### config.mk
export PLATFORM = sky130hd
export DESIGN_NAME = auto_repeat_menu_cursor_flat
export DESIGN_NICKNAME = d
export VERILOG_FILES = /design/src/hdl/armc_pkg.sv /design/src/hdl/armc_if.sv /design/src/hdl/armc_key_lane.sv /design/src/hdl/armc_nav.sv /design/src/hdl/auto_repeat_menu_cursor.sv /design/src/flat_wrapper.sv
export SDC_FILE = /design/constraint.sdc
export NUM_CORES = 1
export LEC_CHECK = 0
export ABC_AREA = 1
export ABC_CLOCK_PERIOD_IN_PS = 7700
export BUFFER_PORTS_ARGS = -buffer_cell sky130_fd_sc_hd__buf_2
export CAP_MARGIN = 10
export CORE_MARGIN = 3
export CORE_UTILIZATION = 25
export CTS_CLUSTER_DIAMETER = 120
export DETAILED_ROUTE_END_ITERATION = 16
export GPL_TIMING_DRIVEN = 0
export PLACE_DENSITY_LB_ADDON = 0.1
export SLEW_MARGIN = 30
export SYNTH_ARGS = -nofsm -noshare
export SYNTH_HDL_FRONTEND = slang
export SYNTH_SLANG_ARGS = --single-unit
### constraint.sdc
create_clock -name clk_i -period 7.7 [get_ports clk_i]
set_clock_uncertainty 0.1 [all_clocks]
set_input_delay 2.31 -clock clk_i [delete_from_list [all_inputs] [get_ports clk_i]]
set_output_delay 2.31 -clock clk_i [all_outputs]
set_load 0.03 [all_outputs]
### src/hdl/armc_pkg.sv
// Package for the auto-repeat menu cursor: constants, codes and shared types.
package armc_pkg;

  // Defaults for the top-level parameters
  localparam int ENTRIES_DEFAULT     = 8;
  localparam int MAX_CHOICES_DEFAULT = 16;

  // Number of entries the kind and count registers describe
  localparam int REG_SLOTS = 8;

  // Field and register widths
  localparam int CURSOR_W  = 3;
  localparam int CHOICE_W  = 4;
  localparam int COUNT_W   = 4;
  localparam int KINDS_W   = 16;
  localparam int CHOICES_W = 32;
  localparam int THR_W     = 8;
  localparam int CFG_IDX_W = 2;
  localparam int CFG_DATA_W = 32;
  localparam int DIRS      = 4;

  // Auto-repeat constants
  localparam logic [THR_W-1:0]   REPEAT_FALLBACK = THR_W'(4);
  localparam logic [THR_W-1:0]   THRESHOLD_RESET = THR_W'(30);
  localparam logic [COUNT_W-1:0] COUNT_RESET     = COUNT_W'(1);

  // Configuration register indexes
  localparam logic [CFG_IDX_W-1:0] REG_ENTRY_COUNT      = 2'd0;
  localparam logic [CFG_IDX_W-1:0] REG_ENTRY_KINDS      = 2'd1;
  localparam logic [CFG_IDX_W-1:0] REG_CHOICE_COUNTS    = 2'd2;
  localparam logic [CFG_IDX_W-1:0] REG_REPEAT_THRESHOLD = 2'd3;

  // Direction lane order
  localparam int DIR_UP    = 0;
  localparam int DIR_DOWN  = 1;
  localparam int DIR_LEFT  = 2;
  localparam int DIR_RIGHT = 3;

  // Entry kinds, two bits per entry
  typedef enum logic [1:0] {
    KIND_ABSENT = 2'd0,
    KIND_BUTTON = 2'd1,
    KIND_INPUT  = 2'd2,
    KIND_CHOICE = 2'd3
  } kind_e;

  // Qualified moves from the key lanes to the merge stage
  typedef struct packed {
    logic up;
    logic down;
    logic left;
    logic right;
  } moves_t;

endpackage

### src/hdl/armc_if.sv
// Handshake channel interfaces: key word in, cursor word out, register writes.
interface armc_in_if;
  logic valid;
  logic ready;
  logic key_up;
  logic key_down;
  logic key_left;
  logic key_right;
  logic key_fire;

  modport source (output valid, key_up, key_down, key_left, key_right, key_fire,
                  input ready);
  modport sink   (input valid, key_up, key_down, key_left, key_right, key_fire,
                  output ready);
endinterface

interface armc_out_if;
  logic       valid;
  logic       ready;
  logic [2:0] cursor;
  logic [3:0] choice_index;
  logic       activate;

  modport source (output valid, cursor, choice_index, activate, input ready);
  modport sink   (input valid, cursor, choice_index, activate, output ready);
endinterface

interface armc_cfg_if;
  logic        valid;
  logic        ready;
  logic [1:0]  idx;
  logic [31:0] wdata;

  modport source (output valid, idx, wdata, input ready);
  modport sink   (input valid, idx, wdata, output ready);
endinterface

### src/hdl/armc_key_lane.sv
// One direction key lane: hold counter, press edge and auto-repeat qualify.
module armc_key_lane (
  input  logic                      clk_i,
  input  logic                      rst_ni,
  input  logic                      en_i,
  input  logic                      level_i,
  input  logic [armc_pkg::THR_W-1:0] thr_i,
  output logic                      move_o
);
  import armc_pkg::*;

  logic [THR_W-1:0] hold_q, hold_d;
  logic             prev_q;
  logic [THR_W:0]   inc;

  // Count while held, fall back once past the threshold
  always_comb begin
    inc = level_i ? ({1'b0, hold_q} + (THR_W+1)'(1)) : '0;
    if (inc > {1'b0, thr_i}) begin
      hold_d = thr_i - REPEAT_FALLBACK;
    end else begin
      hold_d = inc[THR_W-1:0];
    end
  end

  assign move_o = (level_i & ~prev_q) | (hold_d >= thr_i);

  always_ff @(posedge clk_i or negedge rst_ni) begin
    if (!rst_ni) begin
      hold_q <= '0;
      prev_q <= 1'b0;
    end else if (en_i) begin
      hold_q <= hold_d;
      prev_q <= level_i;
    end
  end

endmodule

### src/hdl/armc_nav.sv
// Merge stage: wrapping cursor, per-entry choice positions and activate.
module armc_nav #(
  parameter int ENTRIES     = armc_pkg::ENTRIES_DEFAULT,
  parameter int MAX_CHOICES = armc_pkg::MAX_CHOICES_DEFAULT
) (
  input  logic                           clk_i,
  input  logic                           rst_ni,
  input  logic                           en_i,
  input  armc_pkg::moves_t               moves_i,
  input  logic                           fire_i,
  input  logic [armc_pkg::COUNT_W-1:0]   entry_count_i,
  input  logic [armc_pkg::KINDS_W-1:0]   entry_kinds_i,
  input  logic [armc_pkg::CHOICES_W-1:0] choice_counts_i,
  output logic [armc_pkg::CURSOR_W-1:0]  cursor_o,
  output logic [armc_pkg::CHOICE_W-1:0]  choice_o,
  output logic                           activate_o
);
  import armc_pkg::*;

  localparam int IDX_W = (ENTRIES > 1) ? $clog2(ENTRIES) : 1;
  localparam int CAP   = (ENTRIES < REG_SLOTS) ? ENTRIES : REG_SLOTS;

  logic [CURSOR_W-1:0] cursor_q, cursor_d;
  logic [CHOICE_W-1:0] choice_q [ENTRIES];

  logic [COUNT_W-1:0]  count;
  logic [4:0]          cur_ext;
  logic                in_range;
  logic [IDX_W-1:0]    idx;
  kind_e               kind;
  logic [4:0]          nch_raw;
  logic [4:0]          nch;
  logic [CHOICE_W-1:0] pos;
  logic [CHOICE_W-1:0] pos_d;
  logic                choice_wr;

  // Cursor: saturate the entry count, then wrap (up wins over down)
  always_comb begin
    count = (entry_count_i > COUNT_W'(CAP)) ? COUNT_W'(CAP) : entry_count_i;
    cursor_d = cursor_q;
    if (count != '0) begin
      if (moves_i.up) begin
        cursor_d = (cursor_q != '0) ? cursor_q - CURSOR_W'(1)
                                    : CURSOR_W'(count - COUNT_W'(1));
      end else if (moves_i.down) begin
        cursor_d = (({1'b0, cursor_q} + COUNT_W'(1)) < count) ?
                   cursor_q + CURSOR_W'(1) : '0;
      end
    end
  end

  // Look up the selected entry
  always_comb begin
    cur_ext  = {2'b00, cursor_d};
    in_range = (cur_ext < 5'(ENTRIES));
    idx      = cur_ext[IDX_W-1:0];
    if (in_range) begin
      kind    = kind_e'(entry_kinds_i[2*cursor_d +: 2]);
      nch_raw = {1'b0, choice_counts_i[4*cursor_d +: 4]};
      pos     = choice_q[idx];
    end else begin
      kind    = KIND_ABSENT;
      nch_raw = '0;
      pos     = '0;
    end
    nch = (nch_raw > 5'(MAX_CHOICES)) ? 5'(MAX_CHOICES) : nch_raw;
  end

  // Choice wrap on choice entries (left wins over right)
  always_comb begin
    pos_d = pos;
    if (nch != '0) begin
      if (moves_i.left) begin
        pos_d = (pos != '0) ? pos - CHOICE_W'(1) : CHOICE_W'(nch - 5'd1);
      end else if (moves_i.right) begin
        pos_d = (({1'b0, pos} + 5'd1) < nch) ? pos + CHOICE_W'(1) : '0;
      end
    end
    choice_wr = (kind == KIND_CHOICE);
  end

  // Result word
  always_comb begin
    cursor_o   = cursor_d;
    choice_o   = choice_wr ? pos_d : pos;
    activate_o = (kind == KIND_BUTTON) & fire_i;
  end

  always_ff @(posedge clk_i or negedge rst_ni) begin
    if (!rst_ni) begin
      cursor_q <= '0;
      for (int e = 0; e < ENTRIES; e++) begin
        choice_q[e] <= '0;
      end
    end else if (en_i) begin
      cursor_q <= cursor_d;
      if (choice_wr && in_range) begin
        choice_q[idx] <= pos_d;
      end
    end
  end

endmodule

### src/hdl/auto_repeat_menu_cursor.sv
// Top level of the auto-repeat menu cursor: config registers, key lanes, output register.
//
//  channel  dir  handshake      word
//  -------  ---  -------------  ----------------------------------------------
//  in_i     in   valid/ready    key_up, key_down, key_left, key_right, key_fire
//  out_o    out  valid/ready    cursor, choice_index, activate
//  cfg_i    in   valid/ready    idx (register index), wdata
//
// One word per cycle unless out_o stalls: the four key lanes and the cursor merge
// resolve in the accept cycle, the result is captured in the output register at
// the accepting edge and offered on out_o from the next cycle on.
// The input is ready whenever the output register is empty or being drained.
// Reset clears lane counters, cursor and choice positions and loads config defaults.
// cfg_i is always ready.
module auto_repeat_menu_cursor #(
  parameter int ENTRIES     = armc_pkg::ENTRIES_DEFAULT,
  parameter int MAX_CHOICES = armc_pkg::MAX_CHOICES_DEFAULT
) (
  input  logic       clk_i,
  input  logic       rst_ni,
  armc_in_if.sink    in_i,
  armc_out_if.source out_o,
  armc_cfg_if.sink   cfg_i
);
  import armc_pkg::*;

  logic [COUNT_W-1:0]   entry_count_q;
  logic [KINDS_W-1:0]   entry_kinds_q;
  logic [CHOICES_W-1:0] choice_counts_q;
  logic [THR_W-1:0]     threshold_q;
  logic [THR_W-1:0]     thr;

  logic                 accept;
  logic [DIRS-1:0]      keys;
  logic [DIRS-1:0]      move_vec;
  moves_t               moves;

  logic [CURSOR_W-1:0]  res_cursor;
  logic [CHOICE_W-1:0]  res_choice;
  logic                 res_act;

  logic                 out_valid_q;
  logic [CURSOR_W-1:0]  cursor_q;
  logic [CHOICE_W-1:0]  choice_q;
  logic                 act_q;

  // Config register writes
  assign cfg_i.ready = 1'b1;

  always_ff @(posedge clk_i or negedge rst_ni) begin
    if (!rst_ni) begin
      entry_count_q   <= COUNT_RESET;
      entry_kinds_q   <= '0;
      choice_counts_q <= '0;
      threshold_q     <= THRESHOLD_RESET;
    end else if (cfg_i.valid) begin
      case (cfg_i.idx)
        REG_ENTRY_COUNT:      entry_count_q   <= cfg_i.wdata[COUNT_W-1:0];
        REG_ENTRY_KINDS:      entry_kinds_q   <= cfg_i.wdata[KINDS_W-1:0];
        REG_CHOICE_COUNTS:    choice_counts_q <= cfg_i.wdata[CHOICES_W-1:0];
        REG_REPEAT_THRESHOLD: threshold_q     <= cfg_i.wdata[THR_W-1:0];
        default: ;
      endcase
    end
  end

  // Thresholds below the fallback step act as the fallback step
  assign thr = (threshold_q < REPEAT_FALLBACK) ? REPEAT_FALLBACK : threshold_q;

  // Input handshake
  assign in_i.ready = ~out_valid_q | out_o.ready;
  assign accept     = in_i.valid & in_i.ready;

  always_comb begin
    keys            = '0;
    keys[DIR_UP]    = in_i.key_up;
    keys[DIR_DOWN]  = in_i.key_down;
    keys[DIR_LEFT]  = in_i.key_left;
    keys[DIR_RIGHT] = in_i.key_right;
  end

  // Key lanes, one per direction
  for (genvar g = 0; g < DIRS; g++) begin : g_lane
    armc_key_lane u_lane (
      .clk_i   (clk_i),
      .rst_ni  (rst_ni),
      .en_i    (accept),
      .level_i (keys[g]),
      .thr_i   (thr),
      .move_o  (move_vec[g])
    );
  end

  always_comb begin
    moves.up    = move_vec[DIR_UP];
    moves.down  = move_vec[DIR_DOWN];
    moves.left  = move_vec[DIR_LEFT];
    moves.right = move_vec[DIR_RIGHT];
  end

  // Merge stage
  armc_nav #(
    .ENTRIES     (ENTRIES),
    .MAX_CHOICES (MAX_CHOICES)
  ) u_nav (
    .clk_i           (clk_i),
    .rst_ni          (rst_ni),
    .en_i            (accept),
    .moves_i         (moves),
    .fire_i          (in_i.key_fire),
    .entry_count_i   (entry_count_q),
    .entry_kinds_i   (entry_kinds_q),
    .choice_counts_i (choice_counts_q),
    .cursor_o        (res_cursor),
    .choice_o        (res_choice),
    .activate_o      (res_act)
  );

  // Output register
  always_ff @(posedge clk_i or negedge rst_ni) begin
    if (!rst_ni) begin
      out_valid_q <= 1'b0;
    end else if (in_i.ready) begin
      out_valid_q <= in_i.valid;
    end
  end

  always_ff @(posedge clk_i) begin
    if (accept) begin
      cursor_q <= res_cursor;
      choice_q <= res_choice;
      act_q    <= res_act;
    end
  end

  assign out_o.valid        = out_valid_q;
  assign out_o.cursor       = cursor_q;
  assign out_o.choice_index = choice_q;
  assign out_o.activate     = act_q;

endmodule
### src/flat_wrapper.sv
// flat-port wrapper written by rule: the top's interface ports become plain ports
module auto_repeat_menu_cursor_flat import armc_pkg::*;
#(
  parameter int ENTRIES     = armc_pkg::ENTRIES_DEFAULT,
  parameter int MAX_CHOICES = armc_pkg::MAX_CHOICES_DEFAULT
)
  (clk_i, rst_ni, in_i_valid, in_i_key_up, in_i_key_down, in_i_key_left, in_i_key_right, in_i_key_fire, in_i_ready, out_o_valid, out_o_cursor, out_o_choice_index, out_o_activate, out_o_ready, cfg_i_valid, cfg_i_idx, cfg_i_wdata, cfg_i_ready);
  armc_in_if in_i_i ();
  armc_out_if out_o_i ();
  armc_cfg_if cfg_i_i ();
  input  logic clk_i;
  input  logic rst_ni;
  input wire logic [$bits(in_i_i.valid)-1:0] in_i_valid;
  input wire logic [$bits(in_i_i.key_up)-1:0] in_i_key_up;
  input wire logic [$bits(in_i_i.key_down)-1:0] in_i_key_down;
  input wire logic [$bits(in_i_i.key_left)-1:0] in_i_key_left;
  input wire logic [$bits(in_i_i.key_right)-1:0] in_i_key_right;
  input wire logic [$bits(in_i_i.key_fire)-1:0] in_i_key_fire;
  output wire logic [$bits(in_i_i.ready)-1:0] in_i_ready;
  output wire logic [$bits(out_o_i.valid)-1:0] out_o_valid;
  output wire logic [$bits(out_o_i.cursor)-1:0] out_o_cursor;
  output wire logic [$bits(out_o_i.choice_index)-1:0] out_o_choice_index;
  output wire logic [$bits(out_o_i.activate)-1:0] out_o_activate;
  input wire logic [$bits(out_o_i.ready)-1:0] out_o_ready;
  input wire logic [$bits(cfg_i_i.valid)-1:0] cfg_i_valid;
  input wire logic [$bits(cfg_i_i.idx)-1:0] cfg_i_idx;
  input wire logic [$bits(cfg_i_i.wdata)-1:0] cfg_i_wdata;
  output wire logic [$bits(cfg_i_i.ready)-1:0] cfg_i_ready;
  assign in_i_i.valid = in_i_valid;
  assign in_i_i.key_up = in_i_key_up;
  assign in_i_i.key_down = in_i_key_down;
  assign in_i_i.key_left = in_i_key_left;
  assign in_i_i.key_right = in_i_key_right;
  assign in_i_i.key_fire = in_i_key_fire;
  assign in_i_ready = in_i_i.ready;
  assign out_o_valid = out_o_i.valid;
  assign out_o_cursor = out_o_i.cursor;
  assign out_o_choice_index = out_o_i.choice_index;
  assign out_o_activate = out_o_i.activate;
  assign out_o_i.ready = out_o_ready;
  assign cfg_i_i.valid = cfg_i_valid;
  assign cfg_i_i.idx = cfg_i_idx;
  assign cfg_i_i.wdata = cfg_i_wdata;
  assign cfg_i_ready = cfg_i_i.ready;
  auto_repeat_menu_cursor #(.ENTRIES(ENTRIES), .MAX_CHOICES(MAX_CHOICES)) u_core (.clk_i(clk_i), .rst_ni(rst_ni), .in_i(in_i_i), .out_o(out_o_i), .cfg_i(cfg_i_i));
endmodule
# Yosys cells after proc, flatten, opt, wreduce, memory -nomap -nowiden
# Cells that the tools add are included.
totals:
  inputBits: 44
  ff_bits: 140
op_classes:
  shift: 2
  n_mux: 28
  n_addsub: 13
  n_reduce_logical: 11
  eq_ne: 5
  n_bitwise: 17
  magnitude_cmp: 15
ops:
  columns: ["operator", "count"]
  rows:
  - ["2-to-1 mux 4 bit", 10]
  - ["2-to-1 mux 8 bit", 5]
  - ["adder 8 x 1 -> 9 bit, second input constant", 4]
  - ["> comparator 9 x 8 -> 1 bit", 4]
  - ["2-to-1 mux 9 bit", 4]
  - ["bitwise mux 32 bit", 1]
  - [">= comparator 8 bit", 4]
  - ["variable part select 32 x 6 -> 4 bit", 1]
  - ["variable part select 16 x 5 -> 2 bit", 1]
  - ["2-to-1 mux 3 bit", 5]
  - ["binary-select mux 4 bit (select 3 bit)", 1]
  - ["demux 4 bit (select 3 bit)", 1]
  - ["AND reduction 2 bit", 5]
  - ["less-than comparator 8 x 3 -> 1 bit, second input constant", 1]
  - ["nonzero test 4 bit", 2]
  - ["subtractor 4 x 1 -> 4 bit, second input constant", 2]
  - ["subtractor 8 x 3 -> 8 bit, second input constant", 1]
  - ["bitwise AND 1 bit", 6]
  - ["== test 2 bit, second input constant", 3]
  - ["subtractor 3 x 1 -> 3 bit, second input constant", 2]
  - ["adder 4 x 1 -> 5 bit, second input constant", 1]
  - ["> comparator 4 x 5 -> 1 bit, second input constant", 1]
  - ["less-than comparator 5 bit", 1]
  - ["2-to-1 mux 5 bit", 1]
  - ["15 further kinds", 24]

# Logic depth before layout (Yosys ltp)
depth:
  word_depth: 20
  mapped_depth: 51
  mapped_depth_nobuf: 49

# Hierarchy
# Synthesis repeated with hierarchy kept, for this count alone.
hier_totals:
  cells_unflattened: 1498
  area_unflattened_um2: 11040.6
by_module_without_submodules:
  columns: ["mod", "cells_each", "area_per_inst_um2", "n_inst"]
  rows:
  - ["armc_nav", 538, 3527.1, 1]
  - ["auto_repeat_menu_cursor", 264, 2680.1, 1]
  - ["armc_key_lane (u_core.g_lane[1].u_lane ...)", 174, 1207.4, 2]
  - ["armc_key_lane (u_core.g_lane[0].u_lane)", 176, 1212.4, 1]
  - ["armc_key_lane (u_core.g_lane[3].u_lane)", 172, 1206.2, 1]

# Worst setup path after synthesis
# OpenSTA, ideal clock, no wires.
synth_timing:
  kind: "in2reg"
  startpoint: "input in_i_key_up"
  endpoint: "register u_core.choice_q[3] (netlist: u_core.out_o.choice_index[3]), data pin"
  n_path_buf: 2
  setup_time_ps: 254
  cell_stages: 41
  arrival_time_ps: 7285
  required_time_ps: 7346
  setup_slack_ps: 61
  cell_sequence: "nand2_1 a21oi_1 ha_1 a21oi_1 o221ai_1 a221o_1 a21oi_1 nor2_1 a31oi_1 clkbuf_1 nand2_1 o21ai_0 ha_1 a21oi_1 o21a_1 nand4_2 a21oi_2 nand2_4 [... 5 more ...] nand2_1 nand2_1 nand2_1 ha_1 xor2_1 inv_1 ha_1 nand2_1 inv_1 nand2_1 nand2_1 nand2_1 nand3_1 nand2_1 a21oi_2 nand2_4 nand3_1 nand2_1"
synth_between:
  elab_chain_cells: 18
synth_lines:
  columns: ["item", "line_no", "rtl"]
  rows:
  - ["from (decl)", "flat_wrapper.sv:14", "input wire logic [$bits(in_i_i.key_up)-1:0] in_i_key_up;"]
  - ["2-to-1 mux 9 bit *", "armc_key_lane.sv:18", "inc = level_i ? ({1'b0, hold_q} + (THR_W+1)'(1)) : '0;"]
  - ["> comparator 9 x 8 -> 1 bit", "armc_key_lane.sv:19", "if (inc > {1'b0, thr_i}) begin"]
  - ["2-to-1 mux 8 bit *", "armc_key_lane.sv:19", null]
  - ["net u_core.g_lane[0].u_lane.hold_d[7]", "armc_key_lane.sv:12", "logic [THR_W-1:0] hold_q, hold_d;"]
  - [">= comparator 8 bit *", "armc_key_lane.sv:26", "assign move_o = (level_i & ~prev_q) | (hold_d >= thr_i);"]
  - ["bitwise OR 1 bit *", "armc_key_lane.sv:26", null]
  - ["2-to-1 mux 3 bit *", "armc_nav.sv:42", "if (moves_i.up) begin"]
  - ["2-to-1 mux 3 bit *", "armc_nav.sv:41", "if (count != '0) begin"]
  - ["branches (longest 10 deep; another with > comparator 4 x 5 -> 1 bit)", null, null]
  - ["2-to-1 mux 4 bit *", "armc_nav.sv:85", "choice_o = choice_wr ? pos_d : pos;"]
  - ["net u_core.res_choice[3]", "auto_repeat_menu_cursor.sv:39", "logic [CHOICE_W-1:0] res_choice;"]
  - ["to (signal assigned)", "auto_repeat_menu_cursor.sv:131", "choice_q <= res_choice;"]
  - ["to (decl)", "auto_repeat_menu_cursor.sv:44", "logic [CHOICE_W-1:0] choice_q;"]
# Mark *: on every way through the listed nets, which the timed path passes. The select of a mux whose other input is x is not followed.
# A chain may end at the register's enable or synchronous reset.

# Final worst setup path
layout_timing:
  startpoint: "input in_i_key_up"
  endpoint: "register u_core.choice_q[2] (netlist: u_core.out_o.choice_index[2]), data pin"
# Same word-level chain as after synthesis.

==> impl_metrics.csv <==
group,metric,value,unit
sta,period_minus_slack,7.49,ns
clocking,cts_tree,"yes",
worst_setup_path,arrival,7.59,ns
sta,slew_headroom,0.260,
synthesis,synth-seq-cells,140,
worst_setup_path,worstPathRequired,7.80,ns
run,drv_cap,0,
detailed_routing,firstDrtPassIters,5,
outcome,status,"completed",
sta,period_share,0.973,
synthesis,yosysWarningCount,0,
global_route,grtUsageTotal,0.158,
floorplan,die_height,201,µm
clocking,path_clk_slew,0.07,ns
worst_setup_path,cpMostUsedCell,"nand2_1",
synthesis,synth.largest_area_cell,"dfrtp_1",
finish,multi_input_area,0.00573,mm²
worst_hold_path,whs_path_depth,2,
finish,nFillCells,4108,
detailed_routing,drc_errors,0,
synthesis,synthSimpleGateAreaFrac,0.290,
finish,syn_to_final_growth,26.8,%
clocking,cts_made_buffers,17,
synthesis,syn_avg_cell_area,7.37,µm²
detailed_routing,drtAntennaViolNets,0,
floorplan,io_pins,55,
floorplan,core,0.0370,mm²
synthesis,yosysTopAreaCellShare,0.336,
synthesis,synth_seq_area_share,0.375,
global_route,grt_start_max_net_pins,60,
synthesis,synth_xor_area_frac,0.00463,
sta,finalSetupTns,0,ns
sta,tightestPinTransition,1.10,ns
global_route,antenna_found_initial,0,
worst_setup_path,slowest_delay,0.35,ns
detailed_routing,num_vias,8856,
synthesis,synth_mux_area_frac,0.0190,
placement,portBuffers,53,
synthesis,synth_area_leaders,"dfrtp_1, nand2_1, ha_1",
detailed_routing,wire_per_inst,16.8,µm
sta,finalSetupViolations,0,
detailed_routing,viasPerCell,4.61,
global_route,grt_overflow_total,0,
finish,seq_area,0.00355,mm²
detailed_routing,drt_iter0_drc,466,
worst_setup_path,crit_start,"in_i_key_up",
synthesis,synth.distinct_cells,47,
clocking,worstSkewPairLatency,0.44,ns
worst_setup_path,crit_path_start_kind,"input pin",
worst_setup_path,criticalPathCategory,"in -> reg",
clocking,clock_path_buffers,2,
sta,max_freq,0.134,GHz
placement,dpl.hpwl,23200,µm
synthesis,synth_compound_area_frac,0.129,
placement,dp.cells,1844,
detailed_routing,wl,32300,µm
floorplan,num_rows,70,
finish,drive_above_1_share,0.206,
worst_setup_path,crit_fanout,8,
floorplan,start_util,0.256,
worst_setup_path,cp-end-kind,"flop",
clocking,htreeDepth,4,
worst_setup_path,reg2regPathDepth,44,
synthesis,synth_fa_ha_area_frac,0.107,
sta,hold_violations,0,
finish,final_cells,1923,
finish,diodes,0,
worst_setup_path,r2r_end,"u_core.out_o.choice_index[2]",
floorplan,die_area,0.0402,mm²
synthesis,syn_nets,1410,
placement,gp_congestion,0.812,
clocking,root_buffer,"clkbuf_16",
worst_setup_path,crit_path_top_delay_cell,"a221o_1",
sta,drv_slew,0,
clocking,cts_sinks,140,
worst_setup_path,reg2reg_slack,0.54,ns
worst_hold_path,hp-class,"reg -> reg",
global_route,grt_first_pass_wirelength,50000,µm
global_route,grt_pass1_vias,8735,
floorplan,die_w,201,µm
synthesis,syn_inst,1285,
synthesis,synth_top_family_by_area,"simple AND/OR/NAND/NOR gates",
synthesis,synth_area,0.00947,mm²
worst_setup_path,r2r-start,"u_core.threshold_q[7]",
finish,final_nets,1532,
worst_hold_path,min_from,"u_core.u_nav.choice_q[6]",
worst_hold_path,whs_endpoint,"u_core.u_nav.choice_q[6]",
==> layout by cell type (no fill, tap or decap), drive strengths merged, types with 2 or more instances in the layout <==
cell type	netlist	routed
a21o	2	2
a21oi	58	58
a31oi	5	5
buf	11	110
clkbuf	22	42
clkinv	1	9
dfrtp	127	127
dfstp	5	5
edfxtp	8	8
ha	81	81
inv	143	146
mux2	16	16
nand2	454	454
nand3	53	53
nand3b	7	7
nand4	17	17
nor2	82	82
nor3	23	23
o2111ai	2	2
o21a	2	2
o21ai	142	145
o221ai	2	2
o22ai	7	7
or2	2	2
xor2	4	4
==> Yosys cell counts (all sizes together) <==
cell type	number
nor3	23
or2	2
nor4	1
a21boi	1
o22ai	7
mux2	16
buf	11
o211ai	1
dfrtp	127
nand2	454
xor2	4
xnor2	1
o21a	2
a21oi	58
o21ai	142
a221o	1
dfstp	5
clkinv	1
a21o	2
inv	143
edfxtp	8
nand3	53
nor2	82
conb	1
o22a	1
a31oi	5
clkbuf	22
o2111ai	2
ha	81
nand4	17
a211oi	1
a221oi	1
o221ai	2
nand3b	7
==> what timing repair did <==
action,4_1_cts,5_1_grt
gates resized for setup,49,108
setup endpoints to repair,36,36
pin swaps,14,62
setup buffers,17,25
hold buffers,0,0
cloned,1,5
==> worst max-delay path, delay by kind of cell <==
| family | cells | cell delay [ns] |
|---|---|---|
| AND/OR/NAND/NOR | 24 | 2.09 |
| AO/OA/AOI/OAI | 9 | 1.46 |
| adder cells (fa/ha/maj) | 4 | 0.99 |
| buffers and inverters | 5 | 0.57 |
| XOR/XNOR | 1 | 0.14 |
==> layer usage <==
layer,wire [µm],part of all wire,GRT usage
met1,16300,0.50,0.225
met5,0,0,0
met4,364,0.011,0.0391
met2,14700,0.45,0.250
met3,954,0.030,0.0245
==> registers in the layout (all words and copies together), names as in the netlist <==
| register | count |
|---|---|
| u_core.choice_counts_q | 32 |
| u_core.g_lane.u_lane.hold_q | 32 |
| u_core.u_nav.choice_q | 32 |
| u_core.entry_kinds_q | 16 |
| u_core.threshold_q | 8 |
| u_core.entry_count_q | 4 |
| u_core.g_lane.u_lane.prev_q | 4 |
| u_core.out_o.choice_index | 4 |
| u_core.out_o.cursor | 3 |
| u_core.u_nav.cursor_q | 3 |
| u_core.out_o.activate | 1 |
| u_core.out_o.valid | 1 |
==> kinds of logic (layout without fill, tap and decap cells) <==
group / after synthesis / after routing
adders and majority gates: 81 / 81
DFF: 140 / 140
muxes: 16 / 16
buffers and inverters: 177 / 308
xor gates and xnor gates: 5 / 5
other: 1 / 1
and+or+nand+nor: 639 / 639
AOI/OAI and AO/OA: 226 / 229
==> cell type report <==
class / count / share of cell area
inverters: 144 / 0.0459
well taps: 504 / 0.0525
plain buffers: 33 / 0.0203
clock buffers: 19 / 0.0378
flip-flops and latches: 140 / 0.296
repair buffers: 100 / 0.0630
clock inverters: 12 / 0.00730
multi-input cells: 971 / 0.477
==> per-stage QoR <==
stage	util	setup slack, ns	hold slack, ns	cell area (µm²)
4_1_cts	0.306	0.0232	0.376	11300
2_1_floorplan	-	0.0610	0.340	9470
3_3_place_gp	0.280	-1.55	0.358	10400
6_report	0.325	0.211	0.377	12000
3_5_place_dp	0.282	-1.58	0.357	10400
5_1_grt	0.325	-0.0578	0.396	12000
==> how the worst max path moves through the flow <==
stage                              endpoint  slack, ns
2_1_floorplan  u_core.out_o.choice_index[3]       0.06
3_3_place_gp   u_core.out_o.choice_index[3]      -1.55
3_5_place_dp   u_core.out_o.choice_index[3]      -1.58
4_1_cts        u_core.out_o.choice_index[3]       0.02
5_1_grt        u_core.out_o.choice_index[2]      -0.06
6_report       u_core.out_o.choice_index[2]       0.21
Power is left out: the tool's default activity adds up to more than one toggle a clock period on the data nets, which glitch-free logic cannot reach.
